<file path="src/rtl/h2r_pkg.sv">
`timescale 1ns / 1ps
// ----------------------------------------------------------------------------
// h2r_pkg
// Shared constants and types for the HSL to RGB color converter: fixed-point
// widths, hue constants, the division-by-sixty reciprocal and sextant codes.
// ----------------------------------------------------------------------------
package h2r_pkg;

  // Fraction width; full scale (2^FW - 1) stands for 1.0.
  localparam int FW = 12;
  localparam int FS = (1 << FW) - 1;

  // Width of the input and output fields.
  localparam int IOW = 12;
  localparam int OUT_MAX = (1 << IOW) - 1;

  // Common width that holds both a field value and a fraction.
  localparam int OW = (FW > IOW) ? FW : IOW;

  // Hue constants in whole degrees.
  localparam int HUE_WRAP = 360;
  localparam int HUE_SPAN = 60;

  // Offset-times-span product and its reciprocal for the divide by sixty.
  localparam int OFFW = 6;
  localparam int YW = FW + OFFW;
  localparam int KW = FW + 1;
  localparam int RECIP_K = (1 << YW) / HUE_SPAN;

  // Number of register stages from an accepted word to its result.
  localparam int LATENCY = 9;

  // Sextant of the hue circle, named by the colors at its two ends.
  typedef enum logic [2:0] {
    SEXT_R_TO_Y = 3'd0,
    SEXT_Y_TO_G = 3'd1,
    SEXT_G_TO_C = 3'd2,
    SEXT_C_TO_B = 3'd3,
    SEXT_B_TO_M = 3'd4,
    SEXT_M_TO_R = 3'd5
  } sextant_t;

endpackage

</file>
<file path="src/rtl/hsl_to_rgb_unit.sv">
`timescale 1ns / 1ps
// ----------------------------------------------------------------------------
// hsl_to_rgb_unit
// Converts a color from hue, saturation and lightness to red, green and blue
// fractions in a nine-stage pipeline with no state between words.
// ----------------------------------------------------------------------------
// Usage:
//   Drive hue_degrees, saturation and lightness and raise start for one
//   cycle per word. A word is taken at each rising edge where start is high
//   and busy is low. busy is always low, so a word may enter every cycle.
//   The result word appears on red, green and blue for exactly one cycle,
//   marked by done, once its input word has passed through all nine register
//   stages. Results leave in input order at one word per clock. The stages
//   hold the clamp and hue decode, the saturation-lightness product, the
//   divide by full scale, the peak, the floor, the offset product, the
//   divide by sixty with its correction, and the output selection.
//   The receiver has no way to hold results off; it must take each result
//   in the cycle where done is high.
//   Reset (rst, synchronous, active high) clears every stage valid bit, so
//   no stale result is given after reset; words in flight are dropped.
// ----------------------------------------------------------------------------
module hsl_to_rgb_unit
  import h2r_pkg::*;
(
  input  logic                 clk,
  input  logic                 rst,
  input  logic                 start,
  output logic                 busy,
  input  logic [8:0]           hue_degrees,
  input  logic [IOW-1:0]       saturation,
  input  logic [IOW-1:0]       lightness,
  output logic                 done,
  output logic [IOW-1:0]       red,
  output logic [IOW-1:0]       green,
  output logic [IOW-1:0]       blue
);

  // Valid bit per stage.
  logic [LATENCY-1:0] vld;

  // Stage 1: clamped fractions and decoded hue.
  logic [FW-1:0]    st1_s, st1_l;
  sextant_t         st1_sext;
  logic [OFFW-1:0]  st1_off;
  // Stage 2: product of lightness and saturation.
  logic [2*FW-1:0]  st2_p;
  logic [FW-1:0]    st2_s, st2_l;
  sextant_t         st2_sext;
  logic [OFFW-1:0]  st2_off;
  // Stage 3: product divided by full scale.
  logic [FW-1:0]    st3_d, st3_s, st3_l;
  sextant_t         st3_sext;
  logic [OFFW-1:0]  st3_off;
  // Stage 4: peak.
  logic [FW-1:0]    st4_v, st4_l;
  sextant_t         st4_sext;
  logic [OFFW-1:0]  st4_off;
  // Stage 5: floor.
  logic [FW-1:0]    st5_v, st5_m;
  sextant_t         st5_sext;
  logic [OFFW-1:0]  st5_off;
  // Stage 6: span times offset.
  logic [YW-1:0]    st6_y;
  logic [FW-1:0]    st6_v, st6_m;
  sextant_t         st6_sext;
  // Stage 7: estimated quotient by sixty.
  logic [FW-1:0]    st7_q;
  logic [YW-1:0]    st7_y;
  logic [FW-1:0]    st7_v, st7_m;
  sextant_t         st7_sext;
  // Stage 8: corrected in-sextant offset.
  logic [FW-1:0]    st8_vsf, st8_v, st8_m;
  sextant_t         st8_sext;

  logic accept;

  assign busy   = 1'b0;
  assign accept = start && !busy;
  assign done   = vld[LATENCY-1];

  // Valid bits shift along with the data.
  always_ff @(posedge clk) begin
    if (rst) begin
      vld <= '0;
    end else begin
      vld <= {vld[LATENCY-2:0], accept};
    end
  end

  // Stage 1 logic: clamp fractions, wrap hue and split it into sextant.
  logic [OW-1:0]   s_ext, l_ext;
  logic [FW-1:0]   s_clamp, l_clamp;
  logic [8:0]      hue_w;
  logic [8:0]      hue_base;
  logic [8:0]      hue_rem;
  sextant_t        sext_next;

  always_comb begin
    s_ext   = OW'(saturation);
    l_ext   = OW'(lightness);
    s_clamp = (s_ext > OW'(FS)) ? FW'(FS) : s_ext[FW-1:0];
    l_clamp = (l_ext > OW'(FS)) ? FW'(FS) : l_ext[FW-1:0];
    hue_w   = (hue_degrees >= 9'(HUE_WRAP)) ? hue_degrees - 9'(HUE_WRAP)
                                           : hue_degrees;
    if (hue_w >= 9'(5 * HUE_SPAN)) begin
      sext_next = SEXT_M_TO_R;
      hue_base  = 9'(5 * HUE_SPAN);
    end else if (hue_w >= 9'(4 * HUE_SPAN)) begin
      sext_next = SEXT_B_TO_M;
      hue_base  = 9'(4 * HUE_SPAN);
    end else if (hue_w >= 9'(3 * HUE_SPAN)) begin
      sext_next = SEXT_C_TO_B;
      hue_base  = 9'(3 * HUE_SPAN);
    end else if (hue_w >= 9'(2 * HUE_SPAN)) begin
      sext_next = SEXT_G_TO_C;
      hue_base  = 9'(2 * HUE_SPAN);
    end else if (hue_w >= 9'(HUE_SPAN)) begin
      sext_next = SEXT_Y_TO_G;
      hue_base  = 9'(HUE_SPAN);
    end else begin
      sext_next = SEXT_R_TO_Y;
      hue_base  = 9'd0;
    end
    hue_rem = hue_w - hue_base;
  end

  // Stage 3 logic: p / FS is hi + lo over FS, with one carry at most.
  logic [FW-1:0] p_hi, p_lo;
  logic [FW:0]   p_sum;
  logic [FW-1:0] d_next;

  always_comb begin
    p_hi   = st2_p[2*FW-1:FW];
    p_lo   = st2_p[FW-1:0];
    p_sum  = {1'b0, p_hi} + {1'b0, p_lo};
    d_next = (p_sum >= (FW+1)'(FS)) ? p_hi + FW'(1) : p_hi;
  end

  // Stage 4 logic: peak from lightness, saturation and their scaled product.
  logic [FW:0] v_wide;

  always_comb begin
    if ({st3_l, 1'b0} <= (FW+1)'(FS)) begin
      v_wide = {1'b0, st3_l} + {1'b0, st3_d};
    end else begin
      v_wide = {1'b0, st3_l} + {1'b0, st3_s} - {1'b0, st3_d};
    end
  end

  // Stage 5 logic: floor 2L - v, clamped to the range zero to peak.
  logic signed [FW+1:0] m_wide;
  logic [FW-1:0]        m_next;

  always_comb begin
    m_wide = $signed({1'b0, st4_l, 1'b0}) - $signed({2'b00, st4_v});
    if (m_wide < 0) begin
      m_next = '0;
    end else if (m_wide > $signed({2'b00, st4_v})) begin
      m_next = st4_v;
    end else begin
      m_next = m_wide[FW-1:0];
    end
  end

  // Stage 7 logic: quotient by sixty from the reciprocal, low by one at most.
  logic [KW-1:0]    recip;
  logic [YW+KW-1:0] yk;

  always_comb begin
    recip = KW'(RECIP_K);
    yk    = (YW+KW)'(st6_y) * (YW+KW)'(recip);
  end

  // Stage 8 logic: correct the estimate by the remainder.
  logic [YW-1:0] rem;
  logic [FW-1:0] vsf_next;

  always_comb begin
    rem      = st7_y - YW'(st7_q) * YW'(HUE_SPAN);
    vsf_next = (rem >= YW'(HUE_SPAN)) ? st7_q + FW'(1) : st7_q;
  end

  // Stage 9 logic: rising and falling edges and the sextant selection.
  logic [FW-1:0] mid1, mid2;
  logic [FW-1:0] r_sel, g_sel, b_sel;

  function automatic logic [IOW-1:0] sat_field(input logic [FW-1:0] x);
    logic [OW-1:0] xe;
    xe = OW'(x);
    if (xe > OW'(OUT_MAX)) begin
      return IOW'(OUT_MAX);
    end
    return xe[IOW-1:0];
  endfunction

  always_comb begin
    mid1 = st8_m + st8_vsf;
    mid2 = st8_v - st8_vsf;
    case (st8_sext)
      SEXT_R_TO_Y: begin
        r_sel = st8_v;  g_sel = mid1;   b_sel = st8_m;
      end
      SEXT_Y_TO_G: begin
        r_sel = mid2;   g_sel = st8_v;  b_sel = st8_m;
      end
      SEXT_G_TO_C: begin
        r_sel = st8_m;  g_sel = st8_v;  b_sel = mid1;
      end
      SEXT_C_TO_B: begin
        r_sel = st8_m;  g_sel = mid2;   b_sel = st8_v;
      end
      SEXT_B_TO_M: begin
        r_sel = mid1;   g_sel = st8_m;  b_sel = st8_v;
      end
      default: begin
        r_sel = st8_v;  g_sel = st8_m;  b_sel = mid2;
      end
    endcase
  end

  // Pipeline data registers; they need no reset.
  always_ff @(posedge clk) begin
    st1_s    <= s_clamp;
    st1_l    <= l_clamp;
    st1_sext <= sext_next;
    st1_off  <= hue_rem[OFFW-1:0];

    st2_p    <= (2*FW)'(st1_l) * (2*FW)'(st1_s);
    st2_s    <= st1_s;
    st2_l    <= st1_l;
    st2_sext <= st1_sext;
    st2_off  <= st1_off;

    st3_d    <= d_next;
    st3_s    <= st2_s;
    st3_l    <= st2_l;
    st3_sext <= st2_sext;
    st3_off  <= st2_off;

    st4_v    <= v_wide[FW-1:0];
    st4_l    <= st3_l;
    st4_sext <= st3_sext;
    st4_off  <= st3_off;

    st5_v    <= st4_v;
    st5_m    <= m_next;
    st5_sext <= st4_sext;
    st5_off  <= st4_off;

    st6_y    <= YW'(st5_v - st5_m) * YW'(st5_off);
    st6_v    <= st5_v;
    st6_m    <= st5_m;
    st6_sext <= st5_sext;

    st7_q    <= yk[YW+FW-1:YW];
    st7_y    <= st6_y;
    st7_v    <= st6_v;
    st7_m    <= st6_m;
    st7_sext <= st6_sext;

    st8_vsf  <= vsf_next;
    st8_v    <= st7_v;
    st8_m    <= st7_m;
    st8_sext <= st7_sext;

    red      <= sat_field(r_sel);
    green    <= sat_field(g_sel);
    blue     <= sat_field(b_sel);
  end

  // Every accepted word gives exactly one result after the pipeline depth.
  a_result_follows: assert property (@(posedge clk) disable iff (rst)
    accept |-> ##LATENCY done)
    else $error("accepted word gave no result");

  a_no_spurious: assert property (@(posedge clk) disable iff (rst)
    done |-> $past(accept, LATENCY))
    else $error("result without an accepted word");

  // Zero lightness gives black.
  a_black: assert property (@(posedge clk) disable iff (rst)
    (accept && lightness == '0) |-> ##LATENCY
      (red == '0 && green == '0 && blue == '0))
    else $error("zero lightness did not give black");

  // Zero saturation gives a gray.
  a_gray: assert property (@(posedge clk) disable iff (rst)
    (accept && saturation == '0) |-> ##LATENCY (red == green && green == blue))
    else $error("zero saturation did not give gray");

endmodule
</file>
<file path="config.mk">
export PLATFORM = sky130hd
export DESIGN_NAME = hsl_to_rgb_unit
export DESIGN_NICKNAME = d
export VERILOG_FILES = /design/src/rtl/h2r_pkg.sv /design/src/rtl/hsl_to_rgb_unit.sv
export SDC_FILE = /design/constraint.sdc
export NUM_CORES = 1
export LEC_CHECK = 0
export ABC_CLOCK_PERIOD_IN_PS = 14980
export BUFFER_PORTS_ARGS = -buffer_cell sky130_fd_sc_hd__buf_2
export CAP_MARGIN = 20
export CORE_ASPECT_RATIO = 1.75
export CORE_MARGIN = 10
export CORE_UTILIZATION = 55
export CTS_CLUSTER_SIZE = 25
export DETAILED_ROUTE_END_ITERATION = 12
export PLACE_DENSITY = 0.82
export SYNTH_ARGS = -nofsm -noshare
export SYNTH_HDL_FRONTEND = slang
export SYNTH_SLANG_ARGS = --single-unit
</file>
<file path="constraint.sdc">
create_clock -name clk -period 14.98 [get_ports clk]
set_input_delay 1.498 -clock clk [delete_from_list [all_inputs] [get_ports clk]]
set_output_delay 1.498 -clock clk [all_outputs]
set_load 0.02 [all_outputs]
</file>
# ---- After elaboration in Yosys (flattened, before gate mapping)
# Index checks and enable logic that the tools add are counted.
dict set report totals {
  ramBits 0
  regBits 387
  romBits 0
  latchBits 0
  n_memories 0
}
dict set report op_classes {
  multipliers 4
  n_addsub 13
  n_shift 0
  bitwise 0
  reduce_logical 6
  div 0
  muxes 26
  eq_ne 4
  magnitude_cmp 16
}
# op n
set op_table {}
lappend op_table {{12-bit two-way mux} 10}
lappend op_table {{12-bit case mux with 3 select lines} 3}
lappend op_table {{12-bit > comparator (second input constant)} 5}
lappend op_table {{12-bit adder} 3}
lappend op_table {{18-bit by 13-bit multiplier with 30-bit output (second input constant)} 1}
lappend op_table {{6-bit two-way mux} 5}
lappend op_table {{12-bit by 1-bit adder with 12-bit output (second input constant)} 2}
lappend op_table {{12-bit by 12-bit multiplier with 24-bit output} 1}
lappend op_table {{12-bit subtractor} 2}
lappend op_table {{18-bit by 6-bit greater-or-equal comparator with 1-bit output (second input constant)} 1}
lappend op_table {{9-bit by 8-bit greater-or-equal comparator with 1-bit output (second input constant)} 2}
lappend op_table {{9-bit greater-or-equal comparator (second input constant)} 2}
lappend op_table {{13-bit by 7-bit multiplier with 18-bit output} 1}
lappend op_table {{18-bit subtractor} 1}
lappend op_table {{12-bit by 4-bit multiplier with 16-bit output (second input constant)} 1}
lappend op_table {{14-bit by 13-bit > comparator with 1-bit output} 1}
lappend op_table {{14-bit by 1-bit < comparator with 1-bit output (second input constant)} 1}
lappend op_table {{13-bit by 12-bit subtractor with 14-bit output} 1}
lappend op_table {{12-bit by 12-bit adder with 13-bit output} 1}
lappend op_table {{13-bit by 12-bit greater-or-equal comparator with 1-bit output (second input constant)} 1}
lappend op_table {{13-bit by 12-bit <= comparator with 1-bit output (second input constant)} 1}
lappend op_table {{12-bit by 12-bit subtractor with 13-bit output} 1}
lappend op_table {{2-bit OR reduction} 5}
lappend op_table {{9-bit by 6-bit greater-or-equal comparator with 1-bit output (second input constant)} 1}
lappend op_table {{10 further kinds} 16}

# ---- Depth between registers and ports, before layout
dict set report logic_depth {
  ltp_word 9
  mapped_depth 27
  depth_no_buf 27
}

# ---- Worst setup path before layout
# Ideal clock, no wire load.
dict set report synth_path {
  kind {register to register}
  from {reg st5_m[2]}
  to {reg st6_y[17]}
  stages_incl_launch_ff 24
  setup_ps 124
  path_buffers 0
  required_time_ps 14856
  slack_ps 9286
  arrival_ps 5570
  path_cell_list {dfxtp_1 inv_1 ha_1 nor2b_1 o21ai_0 a21boi_0 o21ai_1 a21o_1 a21oi_1 or3_1 a21oi_1 nand2_1 fa_1 fa_1 inv_1 fa_1 fa_1 xnor2_1 xnor2_1 xnor2_1 or4_1 nor3_1 a311oi_1 xnor2_1}
}
dict set report synth_between {
  elab_chain_len 2
}
# element line
set synth_lines {}
lappend synth_lines {{from (decl)} hsl_to_rgb_unit.sv:59} ;# logic [FW-1:0] st5_v, st5_m;
lappend synth_lines {{from (signal assigned)} hsl_to_rgb_unit.sv:246} ;# st5_m <= m_next;
lappend synth_lines {{12-bit by 12-bit subtractor with 13-bit output} hsl_to_rgb_unit.sv:250} ;# st6_y <= YW'(st5_v - st5_m) * YW'(st5_off);
lappend synth_lines {{13-bit by 7-bit multiplier with 18-bit output} hsl_to_rgb_unit.sv:250}
lappend synth_lines {{to (signal assigned)} hsl_to_rgb_unit.sv:250}
lappend synth_lines {{to (decl)} hsl_to_rgb_unit.sv:63} ;# logic [YW-1:0] st6_y;
# Every way passes these cells.
# A chain may end at the register's enable or synchronous reset.

# ---- Worst setup path after layout
dict set report layout_path {
  from {reg st7_q[3]}
  to {reg st8_vsf[11]}
}
dict set report layout_between {
  elab_chain_len 4
  elab_cells_between_ends 5
  cone_classes {add/sub (2); mul (1); order compare (1); mux (1)}
}
# element line
set layout_lines {}
lappend layout_lines {{from (decl)} hsl_to_rgb_unit.sv:67} ;# logic [FW-1:0] st7_q;
lappend layout_lines {{from (signal assigned)} hsl_to_rgb_unit.sv:255} ;# st7_q <= yk[YW+FW-1:YW];
lappend layout_lines {{12-bit by 4-bit multiplier with 16-bit output} hsl_to_rgb_unit.sv:179} ;# rem = st7_y - YW'(st7_q) * YW'(HUE_SPAN);
lappend layout_lines {{18-bit subtractor} hsl_to_rgb_unit.sv:179}
lappend layout_lines {{18-bit by 6-bit greater-or-equal comparator with 1-bit output} hsl_to_rgb_unit.sv:180} ;# vsf_next = (rem >= YW'(HUE_SPAN)) ? st7_q + FW'(1) : st7_q;
lappend layout_lines {{12-bit two-way mux (*)} hsl_to_rgb_unit.sv:180}
lappend layout_lines {{net vsf_next[11]} hsl_to_rgb_unit.sv:176} ;# logic [FW-1:0] vsf_next;
lappend layout_lines {{to (signal assigned)} hsl_to_rgb_unit.sv:261} ;# st8_vsf <= vsf_next;
lappend layout_lines {{to (decl)} hsl_to_rgb_unit.sv:72} ;# logic [FW-1:0] st8_vsf, st8_v, st8_m;
# The timed path passes the listed nets; every way through them passes the cells marked *.

==> metrics.yaml <==
finalHoldViolCount: 0
htree_levels: 2
vias: 18417
dr.pass1.iters: 5
max_stage_delay_ps: 620
die_y_um: 305
tns_ps: 0
postCtsSetupBuffers: 0
grtUsageTotal_pct: 20.7
worst_slew_pin_slew_ps: 975
synth_largest_area_cell: "dfxtp_1"
synth_area_leaders: "dfxtp_1 (30%), fa_1 (16%), ha_1 (15%)"
synth_area_per_cell_um2: 9.55
grt_max_degree: 59
synthFlopType: "dfxtp_1"
reg_top3: "st2_p x24, st6_y x18, st7_y x16"
critPathLaunchType: "flop"
critPathBufInv: 2
min_period_ps: 6580
critPathKind: "reg2reg"
rsz0062_at_grt: "false"
gr-total-overflow: 0
fp.dieW_um: 183
worstPathMaxFanout: 11
finalNetCount: 3252
grt_pass1_vias: 19817
arrival_ps: 7040
cts_tree: "done"
cp.required_ps: 15440
synth_seq_area_share_pct: 30.3
avgViaCountPerCell: 5.58
finalCritPeriodShare_pct: 43.9
io_buffers: 72
maxCapViolations: 0
largest_reg_flops: 24
cts_root_buf: "clkbuf_16"
drt-total-wl_um: 57400
cp_slowest_cell: "nand4_1"
std_cell_rows: 104
regMostFlops: "st2_p"
drc: 0
cts_sinks: 385
async_flop_share_pct: 0
n_antenna_cell: 0
antenna_found_initial: 0
status: "complete, no violations"
yosysTopAreaCellShare_pct: 30.3
slew_headroom_pct: 34.7
synth_seq_cells: 385
gp_congestion: 0.907
worstSetupEndpointType: "flop"
synth-edff-count: 0
syn_nets: 3220
crit_chain: "inv_1 > fa_1 > fa_1 > inv_1 > ha_1 > nor2b_1 > o21ai_0 > a21oi_1 > o21ai_0 > a21oi_1 > o21ai_0 > a21oi_1 > o41ai_1 > xor2_1 > ha_1 > nor2b_1 > a2111oi_4 > o311ai_1 > a2111oi_2 > nand4_1 > nor4_2 > nand4_1 > o2111ai_1 > xnor2_1"
fmax_ghz: 0.152
ys_warn_count: 0
finClkSkew_ps: 18.0
cts_max_path_buffers: 3
cts.clk_slew.worst_paths_ps: 70
ios: 74
synth_cell_types: 84
setup_violations: 0
drv_slew: 0
hold_buffers: 0
fp.coreArea_um2: 45900
place_hpwl_um: 46300
drtIter0Drc: 878
critical-path-top-delay-family: "compound AO/OA/AOI/OAI gates"
start_util_pct: 55.5
cts_buffers: 36
areaGrowthSynthToFinish_pct: 7.53
min_path_type: "reg2reg"
ant_nets: 0
avgRoutedWirePerCell_um: 17.4
syn-cell-area_um2: 25500
clock_latency_ps: 540
ctsResizeCount: 0
drive_gt1_share_pct: 6.40
grt_pass1_wl_um: 94800
synth_cells: 2666
die_area_um2: 55700
placed cells by master (no fill, tap or decap), drive strengths merged, types with 9 or more instances in the layout:
cell and count:
a211oi 9, a21boi 13, a21o 30, a21oi 135, a31oi 11, and2 112, and3 16, buf 78
clkbuf 44, dfxtp 385, fa 205, ha 313, inv 396, mux2 13, mux2i 37, nand2 220
nand2b 35, nand3 38, nand4 13, nor2 102, nor2b 46, nor3 35, o211ai 16, o21a 17
o21ai 109, o21bai 12, o31ai 15, or3 9, xnor2 102, xor2 50
layout make-up:
cell class                      count  area (um2)
Timing Repair Buffer               78         405
Sequential cell                   385        7710
Clock inverter                     16         180
Inverter                          392        1470
Tap cell                          583         729
Clock buffer                       44         941
Multi-Input combinational cell   1805       16000
Fill cell                        3702       18500
worst paths after layout:
check | start | to | slack (ps) | cells after the start
worst min register to register | st3_off[5]$_DFF_P_ | st4_off[5]$_DFF_P_ | 320 | 0
worst max register to register | st7_q[3]$_DFF_P_ | st8_vsf[11]$_DFF_P_ | 8400 | 24
worst max-delay path | st7_q[3]$_DFF_P_ | st8_vsf[11]$_DFF_P_ | 8400 | 24
worst min-delay path | st3_off[5]$_DFF_P_ | st4_off[5]$_DFF_P_ | 320 | 0
per-layer routing:
layer  GRT usage [%]  up-vias  share of wire (%)
met5               0        -                  0
li1                -     8755                  -
met4            12.0        0                5.9
met3            2.73      200                3.3
met1            18.6     9014                 33
met2            41.8      448                 58
stage by stage:
step / std cells / worst slack, ps / area (um2) / hold WS (ps) / util (%)
after floorplan: 2666 / 9290 / 25500 / 310 / -
after global placement: 3243 / 8840 / 26300 / 310 / 57.2
after detailed placement: 3243 / 8490 / 26300 / 312 / 57.2
after global routing: 3303 / 7880 / 27400 / 327 / 59.6
after CTS: 3303 / 8450 / 27400 / 318 / 59.6
final: 3303 / 8400 / 27400 / 324 / 59.6
cell usage after synthesis, types with 8 or more instances:
cell type / n
a211o_1: 8
nand2b_1: 35
o21ai_0: 103
a21oi_1: 134
a31oi_1: 10
a21boi_0: 10
clkbuf_1: 72
or3_1: 9
a21o_1: 30
inv_1: 390
and2_1: 112
o21bai_1: 12
o211ai_1: 14
nor2b_1: 46
mux2_2: 13
nor3_1: 35
xnor2_1: 101
ha_1: 313
nand4_1: 13
mux2i_1: 37
nor2_1: 101
xor2_1: 50
o31ai_1: 13
a211oi_1: 8
nand2_1: 220
and3_1: 16
dfxtp_1: 385
o21a_1: 17
nand3_1: 38
fa_1: 205
cell families after synthesis:
| group | count (synthesis) | synth area share, % |
|---|---|---|
| multiplexers | 50 | 2.03 |
| other | 1 | 0.0147 |
| adder cells (fa/ha/maj) | 518 | 31.5 |
| buffers and inverters | 476 | 7.10 |
| flip-flops | 385 | 30.3 |
| XOR/XNOR | 152 | 5.26 |
| AO/OA/AOI/OAI | 426 | 11.0 |
| AND/OR/NAND/NOR | 658 | 12.8 |
Power is not shown: default switching activity piles up to over one toggle a cycle in this logic, so the estimate is an artifact.
